### src/rtl/cfar_signal_activity_detector_defines.svh
// assertion macros for the activity detector
`ifndef CFAR_SIGNAL_ACTIVITY_DETECTOR_DEFINES_SVH
`define CFAR_SIGNAL_ACTIVITY_DETECTOR_DEFINES_SVH

`ifndef SYNTHESIS

// antecedent implies consequent in the same cycle
`define CSAD_ASSERT_IMPLY(label, clk, rst, ante, cons) \
   label: assert property (@(posedge clk) disable iff (rst) (ante) |-> (cons)) \
      else $error("csad check failed");

// antecedent implies consequent in the cycle after
`define CSAD_ASSERT_NEXT(label, clk, rst, ante, cons) \
   label: assert property (@(posedge clk) disable iff (rst) (ante) |=> (cons)) \
      else $error("csad check failed");

`else

`define CSAD_ASSERT_IMPLY(label, clk, rst, ante, cons)
`define CSAD_ASSERT_NEXT(label, clk, rst, ante, cons)

`endif

`endif

### src/rtl/csad_pkg.sv
// types and constants of the activity detector
package csad_pkg;

   // channel widths
   localparam int REQ_W      = 48;
   localparam int RSP_W      = 8;
   localparam int CSR_IDX_W  = 3;
   localparam int CSR_DATA_W = 16;
   localparam int IN_E_W     = 32;
   localparam int CENT_W     = 16;

   // register widths
   localparam int TF_W   = 8;
   localparam int LF_W   = 8;
   localparam int ENDF_W = 10;
   localparam int EFAC_W = 8;
   localparam int LOW_W  = 10;

   localparam logic [LOW_W-1:0] LOW_MAX = 10'd1023;

   // register indexes
   localparam logic [CSR_IDX_W-1:0] CSR_THRESHOLD_FACTOR = 3'd0;
   localparam logic [CSR_IDX_W-1:0] CSR_LEARN_FRAMES     = 3'd1;
   localparam logic [CSR_IDX_W-1:0] CSR_END_FRAMES       = 3'd2;
   localparam logic [CSR_IDX_W-1:0] CSR_END_FACTOR       = 3'd3;
   localparam logic [CSR_IDX_W-1:0] CSR_MIN_CENTROID     = 3'd4;

   // register reset values
   localparam logic [TF_W-1:0]   TF_RESET   = 8'd160;
   localparam logic [LF_W-1:0]   LF_RESET   = 8'd25;
   localparam logic [ENDF_W-1:0] ENDF_RESET = 10'd100;
   localparam logic [EFAC_W-1:0] EFAC_RESET = 8'd77;
   localparam logic [CENT_W-1:0] MC_RESET   = 16'd1;

   typedef enum logic [1:0] {
      PHASE_IDLE  = 2'd0,
      PHASE_LEARN = 2'd1,
      PHASE_TRACK = 2'd2
   } phase_type;

   typedef enum logic [2:0] {
      ST_IDLE,
      ST_SUM,
      ST_MUL,
      ST_CMP,
      ST_EMUL,
      ST_ECMP,
      ST_DIV,
      ST_DONE
   } state_type;

endpackage

### src/rtl/cfar_signal_activity_detector.sv
// cell-averaging start detector with energy and centroid end tracking
//
// One request word carries a frame's energy and spectral centroid; one
// response word follows per frame. Only one frame is in work at a time and
// req_tready is high while the engine waits for a frame; a finished word may
// sit in the response register while the next frame is taken. Idle frames
// before the history ring is full go straight to the done state. Once full,
// an idle frame sums WINDOW-GUARD ring entries through the single read port
// of the ring memory, one entry a cycle. A tracked frame that moves the
// reference goes through a radix-4 divide by ten of (EW+5)/2 steps, EW being
// ENERGY_WIDTH capped at 32. A response word held back by rsp_tready stalls
// the next finished frame in the done state. The ring memory needs no
// clearing after reset: an entry is read only after it has been written.
`include "cfar_signal_activity_detector_defines.svh"

module cfar_signal_activity_detector #(
   parameter int WINDOW       = 20,
   parameter int GUARD        = 2,
   parameter int ENERGY_WIDTH = 32
) (
   input  logic                                clock,
   input  logic                                reset,
   // frame_energy [31:0], centroid_hz [47:32]
   input  logic                                req_tvalid,
   output logic                                req_tready,
   input  logic [csad_pkg::REQ_W-1:0]          req_tdata,
   // phase [1:0], start_seen [2], end_seen [3], history_full [4], zero [7:5]
   output logic                                rsp_tvalid,
   input  logic                                rsp_tready,
   output logic [csad_pkg::RSP_W-1:0]          rsp_tdata,
   input  logic                                csr_we,
   input  logic [csad_pkg::CSR_IDX_W-1:0]      csr_index,
   input  logic [csad_pkg::CSR_DATA_W-1:0]     csr_wdata
);

   localparam int EW        = (ENERGY_WIDTH < csad_pkg::IN_E_W) ? ENERGY_WIDTH
                                                                  : csad_pkg::IN_E_W;
   localparam int PTR_W     = $clog2(WINDOW);
   localparam int PTR_X     = PTR_W + 1;
   localparam int FILL_W    = $clog2(WINDOW + 1);
   localparam bit GUARD_ALL = (GUARD >= WINDOW);
   localparam int CNT       = GUARD_ALL ? 0 : WINDOW - GUARD;
   localparam int GMOD      = GUARD % WINDOW;
   localparam int SUM_W     = EW + FILL_W;
   localparam int MUL_W     = SUM_W + csad_pkg::TF_W;
   localparam int DIV_STEPS = (EW + 5) / 2;
   localparam int DIV_W     = 2 * DIV_STEPS;
   localparam int DCNT_W    = $clog2(DIV_STEPS + 1);

   // state machine
   csad_pkg::state_type state_ff, state_in;

   // configuration registers
   logic [csad_pkg::TF_W-1:0]   tf_ff, tf_in;
   logic [csad_pkg::LF_W-1:0]   lf_ff, lf_in;
   logic [csad_pkg::ENDF_W-1:0] endf_ff, endf_in;
   logic [csad_pkg::EFAC_W-1:0] efac_ff, efac_in;
   logic [csad_pkg::CENT_W-1:0] mc_ff, mc_in;

   // detector state
   logic [PTR_W-1:0]           ptr_ff, ptr_in;
   logic [FILL_W-1:0]          fill_ff, fill_in;
   logic                       active_ff, active_in;
   logic [csad_pkg::LF_W-1:0]  learn_ff, learn_in;
   logic                       refv_ff, refv_in;
   logic [EW-1:0]              ref_ff, ref_in;
   logic [csad_pkg::LOW_W-1:0] low_ff, low_in;

   // work registers
   logic [EW-1:0]               e_ff, e_in;
   logic [csad_pkg::CENT_W-1:0] c_ff, c_in;
   logic [SUM_W-1:0]            acc_ff, acc_in;
   logic [PTR_W-1:0]            rd_idx_ff, rd_idx_in;
   logic [FILL_W-1:0]           rd_cnt_ff, rd_cnt_in;
   logic                        rd_vld_ff, rd_vld_in;
   logic [MUL_W-1:0]            prod_ff, prod_in;
   logic [MUL_W-1:0]            lhs_ff, lhs_in;
   logic [DIV_W-1:0]            div_x_ff, div_x_in;
   logic [3:0]                  div_rem_ff, div_rem_in;
   logic [DCNT_W-1:0]           div_cnt_ff, div_cnt_in;
   logic                        pend_start_ff, pend_start_in;
   logic                        pend_end_ff, pend_end_in;
   logic                        rsp_valid_ff, rsp_valid_in;
   logic [csad_pkg::RSP_W-1:0]  rsp_data_ff, rsp_data_in;

   // ring memory
   logic [EW-1:0] ring_mem_ff [WINDOW];
   logic [EW-1:0] ring_q_ff;
   logic          ring_we;
   logic          ring_re;

   // combinational helpers
   logic                       req_fire;
   logic [EW-1:0]              e_new;
   logic [FILL_W-1:0]          fill_new;
   logic [csad_pkg::LF_W-1:0]  learn_new;
   logic [csad_pkg::LOW_W-1:0] low_new;
   logic [PTR_W-1:0]           rd_start;
   logic [SUM_W-1:0]           mul_a;
   logic [csad_pkg::TF_W-1:0]  mul_b;
   logic [MUL_W-1:0]           mul_p;
   logic [5:0]                 div_r;
   logic [1:0]                 div_q;
   logic [3:0]                 div_rem_next;
   logic                       is_low;
   logic                       ended;
   csad_pkg::phase_type        phase_now;

   assign req_fire   = req_tvalid && req_tready;
   assign req_tready = (state_ff == csad_pkg::ST_IDLE);
   assign rsp_tvalid = rsp_valid_ff;
   assign rsp_tdata  = rsp_data_ff;
   assign e_new      = req_tdata[EW-1:0];

   // shared multiplier
   assign mul_p = MUL_W'(mul_a) * MUL_W'(mul_b);

   // first guarded read address: GUARD entries back from the newest
   always_comb begin
      if (ptr_ff >= PTR_W'(GMOD)) begin
         rd_start = ptr_ff - PTR_W'(GMOD);
      end else begin
         rd_start = PTR_W'(PTR_X'(ptr_ff) + PTR_X'(WINDOW - GMOD));
      end
   end

   // radix-4 divide by ten digit
   always_comb begin
      div_r = {div_rem_ff, div_x_ff[DIV_W-1 -: 2]};
      if (div_r >= 6'd30) begin
         div_q        = 2'd3;
         div_rem_next = 4'(div_r - 6'd30);
      end else if (div_r >= 6'd20) begin
         div_q        = 2'd2;
         div_rem_next = 4'(div_r - 6'd20);
      end else if (div_r >= 6'd10) begin
         div_q        = 2'd1;
         div_rem_next = 4'(div_r - 6'd10);
      end else begin
         div_q        = 2'd0;
         div_rem_next = div_r[3:0];
      end
   end

   // configuration decode
   always_comb begin
      tf_in   = tf_ff;
      lf_in   = lf_ff;
      endf_in = endf_ff;
      efac_in = efac_ff;
      mc_in   = mc_ff;
      if (csr_we) begin
         unique case (csr_index)
            csad_pkg::CSR_THRESHOLD_FACTOR: tf_in   = csr_wdata[csad_pkg::TF_W-1:0];
            csad_pkg::CSR_LEARN_FRAMES:     lf_in   = csr_wdata[csad_pkg::LF_W-1:0];
            csad_pkg::CSR_END_FRAMES:       endf_in = csr_wdata[csad_pkg::ENDF_W-1:0];
            csad_pkg::CSR_END_FACTOR:       efac_in = csr_wdata[csad_pkg::EFAC_W-1:0];
            csad_pkg::CSR_MIN_CENTROID:     mc_in   = csr_wdata;
            default: ;
         endcase
      end
   end

   // next state and datapath
   always_comb begin
      state_in      = state_ff;
      ptr_in        = ptr_ff;
      fill_in       = fill_ff;
      active_in     = active_ff;
      learn_in      = learn_ff;
      refv_in       = refv_ff;
      ref_in        = ref_ff;
      low_in        = low_ff;
      e_in          = e_ff;
      c_in          = c_ff;
      acc_in        = acc_ff;
      rd_idx_in     = rd_idx_ff;
      rd_cnt_in     = rd_cnt_ff;
      rd_vld_in     = 1'b0;
      prod_in       = prod_ff;
      lhs_in        = lhs_ff;
      div_x_in      = div_x_ff;
      div_rem_in    = div_rem_ff;
      div_cnt_in    = div_cnt_ff;
      pend_start_in = pend_start_ff;
      pend_end_in   = pend_end_ff;
      rsp_valid_in  = rsp_valid_ff && !rsp_tready;
      rsp_data_in   = rsp_data_ff;
      ring_we       = 1'b0;
      ring_re       = 1'b0;
      mul_a         = acc_ff;
      mul_b         = tf_ff;
      fill_new      = (fill_ff < FILL_W'(WINDOW)) ? fill_ff + 1'b1 : fill_ff;
      learn_new     = (learn_ff < lf_ff) ? learn_ff + 1'b1 : learn_ff;
      low_new       = (low_ff < csad_pkg::LOW_MAX) ? low_ff + 1'b1 : low_ff;
      is_low        = (MUL_W'({e_ff, 8'h00}) < prod_ff) || (c_ff < mc_ff);
      ended         = (low_new >= endf_ff);
      if (!active_ff) begin
         phase_now = csad_pkg::PHASE_IDLE;
      end else if (learn_ff < lf_ff) begin
         phase_now = csad_pkg::PHASE_LEARN;
      end else begin
         phase_now = csad_pkg::PHASE_TRACK;
      end

      unique case (state_ff)
         csad_pkg::ST_IDLE: begin
            if (req_fire) begin
               e_in          = e_new;
               c_in          = req_tdata[csad_pkg::IN_E_W +: csad_pkg::CENT_W];
               pend_start_in = 1'b0;
               pend_end_in   = 1'b0;
               state_in      = csad_pkg::ST_DONE;
               if (!active_ff) begin
                  // push the energy into the ring
                  ring_we   = 1'b1;
                  ptr_in    = (ptr_ff == PTR_W'(WINDOW - 1)) ? '0 : ptr_ff + 1'b1;
                  fill_in   = fill_new;
                  acc_in    = '0;
                  rd_idx_in = rd_start;
                  rd_cnt_in = '0;
                  if (fill_new == FILL_W'(WINDOW)) begin
                     if (GUARD_ALL) begin
                        pend_start_in = (e_new != '0);
                        active_in     = (e_new != '0);
                     end else begin
                        state_in = csad_pkg::ST_SUM;
                     end
                  end
               end else begin
                  learn_in = learn_new;
                  if (learn_new >= lf_ff) begin
                     if (!refv_ff) begin
                        ref_in  = e_new;
                        refv_in = 1'b1;
                        low_in  = '0;
                     end else begin
                        state_in = csad_pkg::ST_EMUL;
                     end
                  end
               end
            end
         end
         csad_pkg::ST_SUM: begin
            // one read issued and one entry accumulated per cycle
            if (rd_cnt_ff != FILL_W'(CNT)) begin
               ring_re   = 1'b1;
               rd_vld_in = 1'b1;
               rd_cnt_in = rd_cnt_ff + 1'b1;
               rd_idx_in = (rd_idx_ff == '0) ? PTR_W'(WINDOW - 1) : rd_idx_ff - 1'b1;
            end
            if (rd_vld_ff) begin
               acc_in = acc_ff + SUM_W'(ring_q_ff);
            end
            if (rd_cnt_ff == FILL_W'(CNT) && !rd_vld_ff) begin
               state_in = csad_pkg::ST_MUL;
            end
         end
         csad_pkg::ST_MUL: begin
            prod_in  = mul_p;
            lhs_in   = (MUL_W'(e_ff) * MUL_W'(CNT)) << 4;
            state_in = csad_pkg::ST_CMP;
         end
         csad_pkg::ST_CMP: begin
            if (lhs_ff > prod_ff) begin
               pend_start_in = 1'b1;
               active_in     = 1'b1;
            end
            state_in = csad_pkg::ST_DONE;
         end
         csad_pkg::ST_EMUL: begin
            mul_a    = SUM_W'(ref_ff);
            mul_b    = efac_ff;
            prod_in  = mul_p;
            state_in = csad_pkg::ST_ECMP;
         end
         csad_pkg::ST_ECMP: begin
            if (is_low) begin
               state_in = csad_pkg::ST_DONE;
               if (ended) begin
                  pend_end_in = 1'b1;
                  active_in   = 1'b0;
                  refv_in     = 1'b0;
                  low_in      = '0;
                  learn_in    = '0;
               end else begin
                  low_in = low_new;
               end
            end else begin
               // reference moves to (9 * ref + energy) / 10
               low_in     = '0;
               div_x_in   = DIV_W'({ref_ff, 3'b000}) + DIV_W'(ref_ff) + DIV_W'(e_ff);
               div_rem_in = '0;
               div_cnt_in = DCNT_W'(DIV_STEPS);
               state_in   = csad_pkg::ST_DIV;
            end
         end
         csad_pkg::ST_DIV: begin
            if (div_cnt_ff != '0) begin
               div_x_in   = {div_x_ff[DIV_W-3:0], div_q};
               div_rem_in = div_rem_next;
               div_cnt_in = div_cnt_ff - 1'b1;
            end else begin
               ref_in   = div_x_ff[EW-1:0];
               state_in = csad_pkg::ST_DONE;
            end
         end
         csad_pkg::ST_DONE: begin
            if (!rsp_valid_ff || rsp_tready) begin
               rsp_valid_in = 1'b1;
               rsp_data_in  = {3'b000, (fill_ff == FILL_W'(WINDOW)), pend_end_ff,
                               pend_start_ff, phase_now};
               state_in     = csad_pkg::ST_IDLE;
            end
         end
         default: state_in = csad_pkg::ST_IDLE;
      endcase
   end

   // state register
   always_ff @(posedge clock) begin
      if (reset) begin
         state_ff <= csad_pkg::ST_IDLE;
      end else begin
         state_ff <= state_in;
      end
   end

   // control registers
   always_ff @(posedge clock) begin
      if (reset) begin
         tf_ff        <= csad_pkg::TF_RESET;
         lf_ff        <= csad_pkg::LF_RESET;
         endf_ff      <= csad_pkg::ENDF_RESET;
         efac_ff      <= csad_pkg::EFAC_RESET;
         mc_ff        <= csad_pkg::MC_RESET;
         ptr_ff       <= '0;
         fill_ff      <= '0;
         active_ff    <= 1'b0;
         learn_ff     <= '0;
         refv_ff      <= 1'b0;
         ref_ff       <= '0;
         low_ff       <= '0;
         rd_cnt_ff    <= '0;
         rd_vld_ff    <= 1'b0;
         div_cnt_ff   <= '0;
         rsp_valid_ff <= 1'b0;
      end else begin
         tf_ff        <= tf_in;
         lf_ff        <= lf_in;
         endf_ff      <= endf_in;
         efac_ff      <= efac_in;
         mc_ff        <= mc_in;
         ptr_ff       <= ptr_in;
         fill_ff      <= fill_in;
         active_ff    <= active_in;
         learn_ff     <= learn_in;
         refv_ff      <= refv_in;
         ref_ff       <= ref_in;
         low_ff       <= low_in;
         rd_cnt_ff    <= rd_cnt_in;
         rd_vld_ff    <= rd_vld_in;
         div_cnt_ff   <= div_cnt_in;
         rsp_valid_ff <= rsp_valid_in;
      end
   end

   // payload registers
   always_ff @(posedge clock) begin
      e_ff          <= e_in;
      c_ff          <= c_in;
      acc_ff        <= acc_in;
      rd_idx_ff     <= rd_idx_in;
      prod_ff       <= prod_in;
      lhs_ff        <= lhs_in;
      div_x_ff      <= div_x_in;
      div_rem_ff    <= div_rem_in;
      pend_start_ff <= pend_start_in;
      pend_end_ff   <= pend_end_in;
      rsp_data_ff   <= rsp_data_in;
   end

   // ring memory, one write and one registered read port
   always_ff @(posedge clock) begin
      if (ring_we) begin
         ring_mem_ff[ptr_ff] <= e_new;
      end
      if (ring_re) begin
         ring_q_ff <= ring_mem_ff[rd_idx_ff];
      end
   end

   // checks
   `CSAD_ASSERT_IMPLY(a_ptr_range, clock, reset, 1'b1, PTR_X'(ptr_ff) < PTR_X'(WINDOW))
   `CSAD_ASSERT_IMPLY(a_fill_range, clock, reset, 1'b1, fill_ff <= FILL_W'(WINDOW))
   `CSAD_ASSERT_IMPLY(a_idle_clean, clock, reset, !active_ff,
                      learn_ff == '0 && !refv_ff && low_ff == '0)
   `CSAD_ASSERT_NEXT(a_busy_after_take, clock, reset, req_fire,
                     state_ff != csad_pkg::ST_IDLE)
   `CSAD_ASSERT_IMPLY(a_rsp_from_done, clock, reset, $rose(rsp_valid_ff),
                      $past(state_ff == csad_pkg::ST_DONE))

endmodule
### config.mk
export PLATFORM = sky130hd
export DESIGN_NAME = cfar_signal_activity_detector
export DESIGN_NICKNAME = d
export VERILOG_FILES = /design/src/rtl/csad_pkg.sv /design/src/rtl/cfar_signal_activity_detector.sv
export VERILOG_INCLUDE_DIRS = /design/src /design/src/rtl
export SDC_FILE = /design/constraint.sdc
export NUM_CORES = 2
export LEC_CHECK = 0
export ABC_AREA = 1
export BUFFER_PORTS_ARGS = -buffer_cell sky130_fd_sc_hd__buf_2
export CAP_MARGIN = 10
export CORE_MARGIN = 5
export CORE_UTILIZATION = 58
export DETAILED_ROUTE_END_ITERATION = 7
export PLACE_DENSITY_LB_ADDON = 0.15
export SYNTH_ARGS = -nofsm -noshare
export SYNTH_HDL_FRONTEND = slang
export SYNTH_SLANG_ARGS = --single-unit
### constraint.sdc
create_clock -name clock -period 5.09 [get_ports clock]
set_input_delay 1.018 -clock clock [delete_from_list [all_inputs] [get_ports clock]]
set_output_delay 1.018 -clock clock [all_outputs]
set_load 0.05 [all_outputs]
==> flow_metrics.tcl <==
set metrics [dict create \
    run_status "complete, but fails checks" \
    violations "negative setup slack" \
    grt_max_degree 194 \
    gp_congestion 0.956 \
    syn_inst 6071 \
    cp.arrival_ns 5.79 \
    r2r-start "state_ff[0]" \
    post-place-ws_ns -0.465 \
    fin_setup_tns_ns -2.16 \
    startpoint "state_ff[0]" \
    tightest_slew_ns 1.15 \
    path_class "flip-flop to flip-flop" \
    cts_buffer_depth 3 \
    ys_ff_latch 1017 \
    min_path_type "flip-flop to flip-flop" \
    ctsHoldBuffers 0 \
    die_x_microns 327 \
    vias 45100 \
    rows 116 \
    yosysSeqAreaShare 0.501 \
    holdPathStages 0 \
    start_util 0.584 \
    drv_slew 0 \
    cts_buffers 105 \
    layout_common_cells "nand2_1 (907), edfxtp_1 (890), nor2_1 (834), inv_1 (649), o21ai_0 (562)" \
    drtIter0Drc 4292 \
    netlist_area_sq_um 58500 \
    clock_sinks 1017 \
    ff2ff_setup_slack_ns -0.15 \
    grt_pass1_vias 43700 \
    r2r-end "prod_ff[33]" \
    dieArea_sq_um 107000 \
    grt_pass1_wl_microns 250000 \
    hold_viol 0 \
    relSlewSlack 0.234 \
    cts-root-buf "clkbuf_16" \
    yosysWarnings 0 \
    startpoint_type "flip-flop" \
    period_share 1.03 \
    fillers 7665 \
    cts-htree-levels 3 \
    path_max_fanout 17 \
    clock_latency_ns 0.73 \
    ant_nets 0 \
    drt_wl_total_microns 163000 \
    die_h_microns 327 \
    track_usage 0.299 \
    cp.required_ns 5.63 \
    cts_tree "built" \
    fmax_mhz 191 \
    fin_crit_ns 5.24 \
    hpwl_microns 114000 \
    worstHoldStart "pend_end_ff" \
    clk_pin_slew_ns 0.06 \
    grt-ovfl-total 0 \
    dr.pass1.iters 6 \
    rsz0062_at_grt "true" \
    ys_types 61 \
    finalSetupViolCount 26 \
    fin_area_sq_um 67300 \
    pin_count 82 \
    area_delta_synth_final_pct 15.2 \
    postPlaceCellArea_sq_um 62600 \
    rr_worst_depth 24 \
    syn_avg_cell_area_sq_um 9.63 \
    cp-end-kind "flip-flop" \
    port_buffers 78 \
    wl_per_cell_microns 21.1 \
    final_nets 6991 \
    antenna_found_initial 5 \
    post-route-util 0.672 \
    drv_cap 0 \
    drive_gt1_frac 0.139 \
    whs_endpoint "rsp_tdata[3]" \
    drc_errors 0 \
    final_common_cell "nand2_1" \
    finClkSkew_ns 0.0319 \
    via_per_inst 5.82 \
    core_sq_um 100000 \
    finalWorstSetupSlack_ns -0.152 \
]
## per-layer routing
metal,GRT usage,vias to the layer above,share of wire
met1,0.406,21700,0.41
met3,0.0421,322,0.075
li1,-,21300,-
met5,0,-,0.000067
met2,0.491,1855,0.47
met4,0.118,2,0.043
## flip-flops by register name (all words and copies together) (netlist names), 8 cells and up
signal,count
ring_mem_ff,640
efac_ff,8
mc_ff,16
acc_ff,37
tf_ff,8
div_x_ff,36
c_ff,16
learn_ff,8
lhs_ff,36
e_ff,32
lf_ff,8
ring_q_ff,32
low_ff,10
prod_ff,45
ref_ff,32
endf_ff,10
## final cells by class
cell class / instances / area (sq um) / share of cell area
Sequential cell: 1017 / 29300 / 0.435
Multi-Input combinational cell: 4144 / 27200 / 0.404
Inverter: 700 / 2650 / 0.0394
Antenna cell: 1 / 2.50 / 0.0000372
Timing Repair Buffer: 389 / 3020 / 0.0448
Clock inverter: 66 / 743 / 0.0110
Tap cell: 1298 / 1620 / 0.0241
Clock buffer: 133 / 2850 / 0.0423
## worst max path at each step
stage	end	depth (start not counted)
2_1_floorplan	prod_ff[44]	26
3_3_place_gp	prod_ff[17]	22
3_5_place_dp	prod_ff[17]	22
4_1_cts	prod_ff[44]	25
5_1_grt	prod_ff[34]	28
6_report	prod_ff[33]	24
## through the flow
stage	hold WS, ns	instances
floorplan	0.400	6073
global placement	0.438	7529
detailed placement	0.446	7529
CTS	0.444	7741
global route	0.454	7747
finish	0.456	7748
## kinds of logic after synthesis
group,after synthesis,share of synthesized area
and+or+nand+nor,2139,0.147
AOI/OAI and AO/OA,1347,0.127
xor gates and xnor gates,92,0.0138
muxes,1,0.000171
other,1,0.0000641
buffers and inverters,912,0.0608
adders and majority gates,562,0.151
DFF,1017,0.501
## worst max-delay path, cell delays in order (launching register included)
cell      delay (ns)
dfxtp_2         0.33
inv_4           0.06
nand2_4         0.06
nor2_8          0.13
inv_8           0.08
buf_4           0.16
o21ai_4         0.17
inv_4           0.09
buf_12          0.17
nor2_2          0.15
fa_1            0.44
fa_1            0.52
fa_1            0.55
inv_1           0.05
fa_1            0.52
inv_1           0.06
ha_4            0.30
nand2_2         0.08
nor2_4          0.15
inv_2           0.10
nor3_4          0.30
a21oi_4         0.12
nand3b_1        0.18
nand2_1         0.10
xor2_1          0.18
## synthesized netlist by cell type, drive strengths merged
cell | count | area [sq um]
a21boi | 7 | 52.6
o221ai | 10 | 87.6
a21o | 26 | 195
buf | 69 | 392
nor3b | 3 | 27.5
nand4 | 45 | 282
nand2 | 934 | 3520
clkbuf | 143 | 537
o2111ai | 3 | 26.3
o21ai | 663 | 3370
clkinv | 3 | 11.3
nor4 | 11 | 68.8
a221oi | 2 | 17.5
o22ai | 191 | 1190
inv | 697 | 2620
and3b | 1 | 8.76
a41oi | 2 | 17.5
nor2 | 949 | 3600
o21bai | 15 | 113
o211ai | 11 | 82.6
fa | 242 | 4840
mux2i | 1 | 10.0
nor3 | 35 | 203
a211oi | 5 | 50.1
edfxtp | 890 | 26700
and2b | 1 | 7.51
conb | 1 | 3.75
o21a | 16 | 120
xor2 | 56 | 490
or2 | 4 | 25.0
nand3b | 9 | 67.6
a31oi | 38 | 253
nor4b | 1 | 8.76
dfxtp | 127 | 2540
o31ai | 2 | 15.0
xnor2 | 36 | 315
a2bb2oi | 2 | 17.5
a21oi | 354 | 1790
ha | 320 | 4000
nand3 | 141 | 723
and3 | 5 | 31.3
## what timing repair did
action	in CTS	in global routing
setup buffers	12	5
cloned	1	1
setup endpoints to repair	34	34
resized for setup	203	85
pin swaps	30	15
Power is not shown: default switching activity piles up to over one toggle a cycle in this logic, so the estimate is an artifact.
